File: config.mk
export PLATFORM = sky130hd
export DESIGN_NAME = command_frame_deframer
export DESIGN_NICKNAME = d
export VERILOG_FILES = /design/src/rtl/core/cfd_pkg.sv /design/src/rtl/core/cfd_cfg_regs.sv /design/src/rtl/core/cfd_parser.sv /design/src/rtl/core/cfd_out_reg.sv /design/src/rtl/core/command_frame_deframer.sv
export VERILOG_INCLUDE_DIRS = /design/src /design/src/rtl/core
export SDC_FILE = /design/constraint.sdc
export NUM_CORES = 1
export LEC_CHECK = 0
export ABC_AREA = 1
export ABC_CLOCK_PERIOD_IN_PS = 5900
export BUFFER_PORTS_ARGS = -buffer_cell sky130_fd_sc_hd__buf_2
export CAP_MARGIN = 10
export CORE_MARGIN = 2
export CORE_UTILIZATION = 55
export CTS_CLUSTER_SIZE = 20
export DETAILED_ROUTE_END_ITERATION = 6
export HOLD_SLACK_MARGIN = 0.02
export PLACE_DENSITY = 0.87
export RECOVER_POWER = 50
export SYNTH_ARGS = -nofsm -noshare
export SYNTH_HDL_FRONTEND = slang
export SYNTH_SLANG_ARGS = --single-unit
File: constraint.sdc
create_clock -name i_clk -period 5.9 [get_ports i_clk]
set_input_delay 1.18 -clock i_clk [delete_from_list [all_inputs] [get_ports i_clk]]
set_output_delay 1.18 -clock i_clk [all_outputs]
set_load 0.01 [all_outputs]
File: src/rtl/core/command_frame_deframer_macros.svh
// assertion macros for the command frame deframer
`ifndef COMMAND_FRAME_DEFRAMER_MACROS_SVH
`define COMMAND_FRAME_DEFRAMER_MACROS_SVH

`ifndef SYNTHESIS
`define CFD_ASSERT_NEVER(label, clk, rst_n, cond) \
    label: assert property (@(posedge clk) disable iff (!rst_n) !(cond)) \
        else $error("deframer check failed");
`define CFD_ASSERT_IMPL(label, clk, rst_n, ante, cons) \
    label: assert property (@(posedge clk) disable iff (!rst_n) (ante) |-> (cons)) \
        else $error("deframer check failed");
`else
`define CFD_ASSERT_NEVER(label, clk, rst_n, cond)
`define CFD_ASSERT_IMPL(label, clk, rst_n, ante, cons)
`endif

`endif

File: src/rtl/core/cfd_pkg.sv
// shared types and constants of the command frame deframer
package cfd_pkg;

    localparam int MAX_PAYLOAD = 8;
    localparam int HDR_BYTES   = 5;
    localparam int SERVO_LEN   = 4;
    localparam int LED_LEN     = 1;

    localparam int HDR_CNT_W = $clog2(HDR_BYTES);
    localparam int PCNT_W    = $clog2(MAX_PAYLOAD + 1);
    localparam int STORE_IW  = $clog2(SERVO_LEN);
    localparam int LEN_W     = 32;

    localparam logic [7:0] SERVO_CODE_RST = 8'h22;
    localparam logic [7:0] LED_CODE_RST   = 8'h23;

    localparam logic [7:0] CFG_SERVO_CODE = 8'd0;
    localparam logic [7:0] CFG_LED_CODE   = 8'd1;

    typedef enum logic [1:0] {
        EV_SERVO = 2'd0,
        EV_LED   = 2'd1,
        EV_ERROR = 2'd2
    } t_event;

    typedef struct packed {
        logic [7:0] servo_code;
        logic [7:0] led_code;
    } t_cfg;

    typedef struct packed {
        t_event      event_res;
        logic [15:0] pan;
        logic [15:0] tilt;
        logic        led_on;
    } t_result;

endpackage

File: src/rtl/core/cfd_cfg_regs.sv
// configuration registers holding the command type codes
module cfd_cfg_regs (
    input  logic          i_clk,
    input  logic          i_rst_n,
    input  logic          i_cfg_valid,
    input  logic [7:0]    i_cfg_index,
    input  logic [7:0]    i_cfg_data,
    output logic          o_cfg_ready,
    output cfd_pkg::t_cfg o_cfg
);
    import cfd_pkg::*;

    t_cfg r_cfg;
    t_cfg n_cfg;

    always_comb begin
        n_cfg = r_cfg;
        if (i_cfg_valid) begin
            case (i_cfg_index)
                CFG_SERVO_CODE: n_cfg.servo_code = i_cfg_data;
                CFG_LED_CODE:   n_cfg.led_code   = i_cfg_data;
                default:        n_cfg = r_cfg;
            endcase
        end
    end

    always_ff @(posedge i_clk) begin
        if (!i_rst_n) begin
            r_cfg.servo_code <= SERVO_CODE_RST;
            r_cfg.led_code   <= LED_CODE_RST;
        end else begin
            r_cfg <= n_cfg;
        end
    end

    assign o_cfg_ready = 1'b1;
    assign o_cfg       = r_cfg;

endmodule

File: src/rtl/core/cfd_parser.sv
// input byte register and frame parsing state
`include "command_frame_deframer_macros.svh"
module cfd_parser (
    input  logic             i_clk,
    input  logic             i_rst_n,
    input  cfd_pkg::t_cfg    i_cfg,
    input  logic             i_in_valid,
    output logic             o_in_ready,
    input  logic [7:0]       i_rx_byte,
    input  logic             i_res_ready,
    output logic             o_res_valid,
    output cfd_pkg::t_result o_res
);
    import cfd_pkg::*;

    logic                 r_in_valid;
    logic [7:0]           r_in_byte;
    logic                 r_in_payload;
    logic [HDR_CNT_W-1:0] r_hdr_cnt;
    logic [7:0]           r_frm_type;
    logic [LEN_W-1:0]     r_frm_len;
    logic [PCNT_W-1:0]    r_pcnt;
    logic [7:0]           r_store [SERVO_LEN];

    logic                 n_in_payload;
    logic [HDR_CNT_W-1:0] n_hdr_cnt;
    logic [7:0]           n_frm_type;
    logic [LEN_W-1:0]     n_frm_len;
    logic [PCNT_W-1:0]    n_pcnt;

    logic                 w_adv;
    logic                 w_res_hit;
    logic [PCNT_W-1:0]    w_pcnt_inc;
    t_result              w_res;

    assign w_adv      = r_in_valid && i_res_ready;
    assign o_in_ready = !r_in_valid || i_res_ready;
    assign w_pcnt_inc = r_pcnt + 1'b1;

    // frame state update for the byte in the input register
    always_comb begin
        n_in_payload  = r_in_payload;
        n_hdr_cnt     = r_hdr_cnt;
        n_frm_type    = r_frm_type;
        n_frm_len     = r_frm_len;
        n_pcnt        = r_pcnt;
        w_res_hit     = 1'b0;
        w_res         = '0;
        w_res.event_res = EV_SERVO;
        if (!r_in_payload) begin
            if (r_hdr_cnt == '0) begin
                n_frm_type = r_in_byte;
                n_frm_len  = '0;
            end else begin
                n_frm_len = {r_frm_len[LEN_W-9:0], r_in_byte};
            end
            if (r_hdr_cnt == HDR_CNT_W'(HDR_BYTES - 1)) begin
                n_hdr_cnt = '0;
                n_pcnt    = '0;
                if (n_frm_len > LEN_W'(MAX_PAYLOAD)) begin
                    w_res_hit       = 1'b1;
                    w_res.event_res = EV_ERROR;
                end else if (n_frm_len != '0) begin
                    n_in_payload = 1'b1;
                end
            end else begin
                n_hdr_cnt = r_hdr_cnt + 1'b1;
            end
        end else begin
            n_pcnt = w_pcnt_inc;
            if (LEN_W'(w_pcnt_inc) >= r_frm_len) begin
                n_in_payload = 1'b0;
                n_pcnt       = '0;
                if (r_frm_type == i_cfg.servo_code && r_frm_len == LEN_W'(SERVO_LEN)) begin
                    w_res_hit       = 1'b1;
                    w_res.event_res = EV_SERVO;
                    w_res.pan       = {r_store[0], r_store[1]};
                    w_res.tilt      = {r_store[2], r_in_byte};
                end else if (r_frm_type == i_cfg.led_code &&
                             r_frm_len == LEN_W'(LED_LEN)) begin
                    w_res_hit       = 1'b1;
                    w_res.event_res = EV_LED;
                    w_res.led_on    = (r_in_byte == 8'd1);
                end
            end
        end
    end

    always_ff @(posedge i_clk) begin
        if (!i_rst_n) begin
            r_in_valid   <= 1'b0;
            r_in_payload <= 1'b0;
            r_hdr_cnt    <= '0;
            r_frm_type   <= '0;
            r_frm_len    <= '0;
            r_pcnt       <= '0;
        end else begin
            if (o_in_ready) begin
                r_in_valid <= i_in_valid;
            end
            if (w_adv) begin
                r_in_payload <= n_in_payload;
                r_hdr_cnt    <= n_hdr_cnt;
                r_frm_type   <= n_frm_type;
                r_frm_len    <= n_frm_len;
                r_pcnt       <= n_pcnt;
            end
        end
    end

    always_ff @(posedge i_clk) begin
        if (o_in_ready && i_in_valid) begin
            r_in_byte <= i_rx_byte;
        end
        if (w_adv && r_in_payload && r_pcnt < PCNT_W'(SERVO_LEN)) begin
            r_store[r_pcnt[STORE_IW-1:0]] <= r_in_byte;
        end
    end

    assign o_res_valid = w_adv && w_res_hit;
    assign o_res       = w_res;

    `CFD_ASSERT_NEVER(a_hdr_idle_in_payload, i_clk, i_rst_n, r_in_payload && r_hdr_cnt != '0)
    `CFD_ASSERT_IMPL(a_payload_len_ok, i_clk, i_rst_n, r_in_payload,
        r_frm_len != '0 && r_frm_len <= LEN_W'(MAX_PAYLOAD) && LEN_W'(r_pcnt) < r_frm_len)
    `CFD_ASSERT_IMPL(a_error_fields_zero, i_clk, i_rst_n,
        o_res_valid && o_res.event_res == EV_ERROR,
        o_res.pan == '0 && o_res.tilt == '0 && !o_res.led_on)

endmodule

File: src/rtl/core/cfd_out_reg.sv
// result register toward the output channel
module cfd_out_reg (
    input  logic             i_clk,
    input  logic             i_rst_n,
    input  logic             i_load_valid,
    input  cfd_pkg::t_result i_load_res,
    output logic             o_can_load,
    output logic             o_out_valid,
    input  logic             i_out_ready,
    output cfd_pkg::t_result o_res
);
    import cfd_pkg::*;

    logic    r_valid;
    t_result r_res;

    assign o_can_load = !r_valid || i_out_ready;

    always_ff @(posedge i_clk) begin
        if (!i_rst_n) begin
            r_valid <= 1'b0;
        end else if (o_can_load) begin
            r_valid <= i_load_valid;
        end
    end

    always_ff @(posedge i_clk) begin
        if (o_can_load && i_load_valid) begin
            r_res <= i_load_res;
        end
    end

    assign o_out_valid = r_valid;
    assign o_res       = r_res;

endmodule

File: src/rtl/core/command_frame_deframer.sv
// top level of the command frame deframer
// output path: a result is shown once its last byte has passed the input register
// and then the result register, which loads it when empty or while it is being read
// throughput: one byte per cycle, set by the single-pass parse step, unless a held output result stalls the input
// reset: synchronous active low; clears parsing state, type codes go to 0x22 and 0x23
module command_frame_deframer (
    input  logic        i_clk,
    input  logic        i_rst_n,
    input  logic        i_in_valid,
    output logic        o_in_ready,
    input  logic [7:0]  i_rx_byte,
    output logic        o_out_valid,
    input  logic        i_out_ready,
    output logic [1:0]  o_event_res,
    output logic [15:0] o_pan,
    output logic [15:0] o_tilt,
    output logic        o_led_on,
    input  logic        i_cfg_valid,
    output logic        o_cfg_ready,
    input  logic [7:0]  i_cfg_index,
    input  logic [7:0]  i_cfg_data
);
    import cfd_pkg::*;

    t_cfg    w_cfg;
    t_result w_res;
    t_result w_out_res;
    logic    w_res_valid;
    logic    w_can_load;

    cfd_cfg_regs u_cfg (
        .i_clk       (i_clk),
        .i_rst_n     (i_rst_n),
        .i_cfg_valid (i_cfg_valid),
        .i_cfg_index (i_cfg_index),
        .i_cfg_data  (i_cfg_data),
        .o_cfg_ready (o_cfg_ready),
        .o_cfg       (w_cfg)
    );

    cfd_parser u_parser (
        .i_clk       (i_clk),
        .i_rst_n     (i_rst_n),
        .i_cfg       (w_cfg),
        .i_in_valid  (i_in_valid),
        .o_in_ready  (o_in_ready),
        .i_rx_byte   (i_rx_byte),
        .i_res_ready (w_can_load),
        .o_res_valid (w_res_valid),
        .o_res       (w_res)
    );

    cfd_out_reg u_out (
        .i_clk        (i_clk),
        .i_rst_n      (i_rst_n),
        .i_load_valid (w_res_valid),
        .i_load_res   (w_res),
        .o_can_load   (w_can_load),
        .o_out_valid  (o_out_valid),
        .i_out_ready  (i_out_ready),
        .o_res        (w_out_res)
    );

    assign o_event_res = w_out_res.event_res;
    assign o_pan       = w_out_res.pan;
    assign o_tilt      = w_out_res.tilt;
    assign o_led_on    = w_out_res.led_on;

endmodule
==> impl_results.md <==
* Status: completed
* Total Power at 2.159 mW
* Nets at 710
* CTS buffer count at 17
* Critical Path Max Stage Delay at 1.08 ns
* Final Cycle Share at 62.81%
* WHS at 0.4703 ns
* PwrDens at 329.1 mW/mm²
* Antenna viol nets, final at 0
* Largest net degree at the start of global routing at 48
* Final Cell Area at 0.006559 mm²
* Footprint of the multi-input gates at 0.001819 mm²
* Tot GR Track Use at 22.15%
* CTS tree: done
* Final WL at 11960 µm
* Register area at 0.003333 mm²
* Largest cells by area after synthesis: edfxtp_1 (36%), dfxtp_1 (23%), inv_1 (6.0%)
* IO Pins at 67
* I/O Buffers at 65
* Max-Cap Viols at 0
* Routed vias/inst at 5.329
* Max IR drop VDD at 0.1819 mV
* CP Launch Type: primary input
* Count of final hold-check violations at 0
* Fin Setup TNS at 0 ns
* Core area at 0.01014 mm²
* Avg Cell Area, Syn at 9.297 µm²
* Clock Tree Buf Depth at 2
* Setup Slack @ Placement at 2.425 ns
* CP required at 6.35 ns
* Post-DP Area at 0.006016 mm²
* Post-DP HPWL at 7580 µm
* Layout cells sized above 1 at 12.43%
* Worst-margin pin slew at 1.402 ns
* Synth Cell Area at 0.005662 mm²
* Yosys top cell by area: edfxtp_1
* Diode count at 0
* CP most frequent cell: nand2_1
* Finished Core Util at 64.69%
* Die extent in y at 105.5 µm
* Hold path cells at 2
* Initial antenna violation count at 0
* Fillers at 770
* Setup crit end kind: flip-flop
* Sink Count at 133
* Reg2reg end: u_out.o_res[3]
* CTS H-tree lvls at 4
* P_leak at 2.611 nW
* Area growth syn-to-layout at 15.85%
* Crit Path Category: in -> reg
* WL per Instance at 14.59 µm
* First-pass GRT wire length at 19100 µm
* Die area at 0.01112 mm²
* Clk Tree Root Cell: clkbuf_8
* Final worst path period need at 3.706 ns
* WHS Endpoint: u_parser.r_frm_len[29]
* # rows at 37
* Vias in the first global route at 4194
* Reg2reg start: u_parser.r_pcnt[0]
* Cell count of the worst reg-to-reg path at 14
* Synthesis Warnings at 0
* Slowest cell on crit path: nor2_1
* Post_cts resized at 0
* Initial DRC count at 313
* RSZ-0062 raised after global routing: no
* Rel. slew slack at 6.168%
* Initial core utilization at 55.84%
* Fmax at 269.8 MHz
* Yosys top cell area share at 35.54%
* Final Wtd Congestion at 0.9039
* Clock latency on the worst-skew pair at 0.53 ns
* Pre-antenna DRT Iters at 5
* Hold Path Class: reg -> reg
* Slew Limit Fails at 0
* Arr. time, crit path at 4.15 ns
* FF+latch count, synth at 133
* Endpoints failing setup at 0
* Clock-pin transition on the worst setup and hold timing paths at 0.06 ns
* R2R Setup Slk at 2.61 ns
* Total gr overflow at 0
* Sequential share of the synthesized area at 58.87%
* Final worst-path setup slack at 2.194 ns
* Routed via count at 4370
* Setup Buffers After CTS at 0
* Cells after Synth at 609
* Crit-path cells: buf_2, inv_1, nand2_1, nand2_1, nor2_1, inv_2, nor2_4, o21ai_0, a21oi_1
* Synth cell types at 35
* Hold Buf Count CTS at 0
* Dpl cells at 786
* Hold Path Origin: u_parser.r_frm_len[29]
* Clk_skew at 0.009684 ns
* Worst-path maximum fanout at 47
* Syn_nets at 648
* DRC errors left at 0
* Overall die width at 105.5 µm
* Final std cells w/o fill at 820
==> registers in the layout, summed over array words and instances (netlist names) <==
register / cells
u_out.o_out_valid: 1
u_parser.r_frm_len: 32
u_parser.r_frm_type: 8
u_parser.r_in_payload: 1
u_out.o_res: 35
u_parser.r_in_valid: 1
u_parser.r_store: 24
u_parser.r_hdr_cnt: 3
u_cfg.o_cfg: 16
u_parser.r_pcnt: 4
u_parser.r_in_byte: 8
==> cell families after synthesis <==
group	synth area share, %
fa+ha+maj	2.210
flops	58.87
xor+xnor	1.547
other cells	0.06623
simple gates	18.94
buf+inv	8.530
compound gates	9.834
==> worst max path at each step <==
stage / slack, ns / cells past startpoint / startpoint / endpoint
2_1_floorplan: 3.07 / 13 / u_parser.r_pcnt[0] / u_out.o_res[0]
3_3_place_gp: 2.59 / 13 / u_parser.r_pcnt[0] / u_out.o_res[25]
3_5_place_dp: 2.42 / 13 / u_parser.r_pcnt[0] / u_out.o_res[28]
4_1_cts: 2.39 / 13 / u_parser.r_pcnt[0] / u_out.o_res[10]
5_1_grt: 1.83 / 9 / i_out_ready / u_parser.r_frm_type[4]
6_report: 2.19 / 9 / i_out_ready / u_parser.r_frm_type[3]
==> synthesized netlist by cell type, drive strengths merged <==
master	n
o21bai	1
conb	1
a21oi	55
edfxtp	67
buf	11
o211ai	3
nor3b	1
nand4	3
nor2	94
clkbuf	13
nand3	40
nor3	4
inv	91
ha	10
nand2	93
dfxtp	66
a211oi	14
o21ai	26
nor4	4
xnor2	8
o21a	1
or2	1
xor2	2
==> per-layer routing <==
layer | vias up | GRT usage [%] | routed length, µm
met1 | 2025 | 25.38 | 4790
li1 | 2114 | - | -
met2 | 188 | 37.14 | 5844
met3 | 43 | 7.297 | 872
met4 | 0 | 10.95 | 455
met5 | - | 0 | 0
==> cell type report <==
type | instances | area share [%]
multi-input combinational | 361 | 27.74
timing repair buffer | 67 | 4.769
clock buffer | 17 | 6.314
sequential | 133 | 50.82
clock inverter | 15 | 2.556
inverter | 91 | 5.208
tap | 136 | 2.594
==> layout by cell type (no fill, tap or decap), types with 6 or more instances in the layout <==
cell / n
inv_6: 6
ha_1: 10
inv_1: 90
a21oi_1: 54
buf_2: 30
clkbuf_16: 16
nor2_2: 12
nand3_1: 38
a211oi_1: 13
dfxtp_1: 66
nand2_1: 90
xnor2_1: 8
nor2_1: 81
clkbuf_1: 36
edfxtp_1: 67
o21ai_0: 26
==> worst max-delay path: cells and delay by family <==
kind | cells | cell delay (ns)
AND/OR/NAND/NOR | 4 | 1.79
buffers and inverters | 3 | 0.82
AO/OA/AOI/OAI | 2 | 0.35
==> where the power goes <==
| part | leakage, nW | switching (mW) | internal (mW) |
|---|---|---|---|
| sequential | 1.08 | 0.0220 | 0.985 |
| clock | 0.276 | 0.430 | 0.611 |
| combinational | 1.26 | 0.0745 | 0.0361 |
| total | 2.61 | 0.526 | 1.63 |
Note: power is estimated with default switching activity, not from simulation.
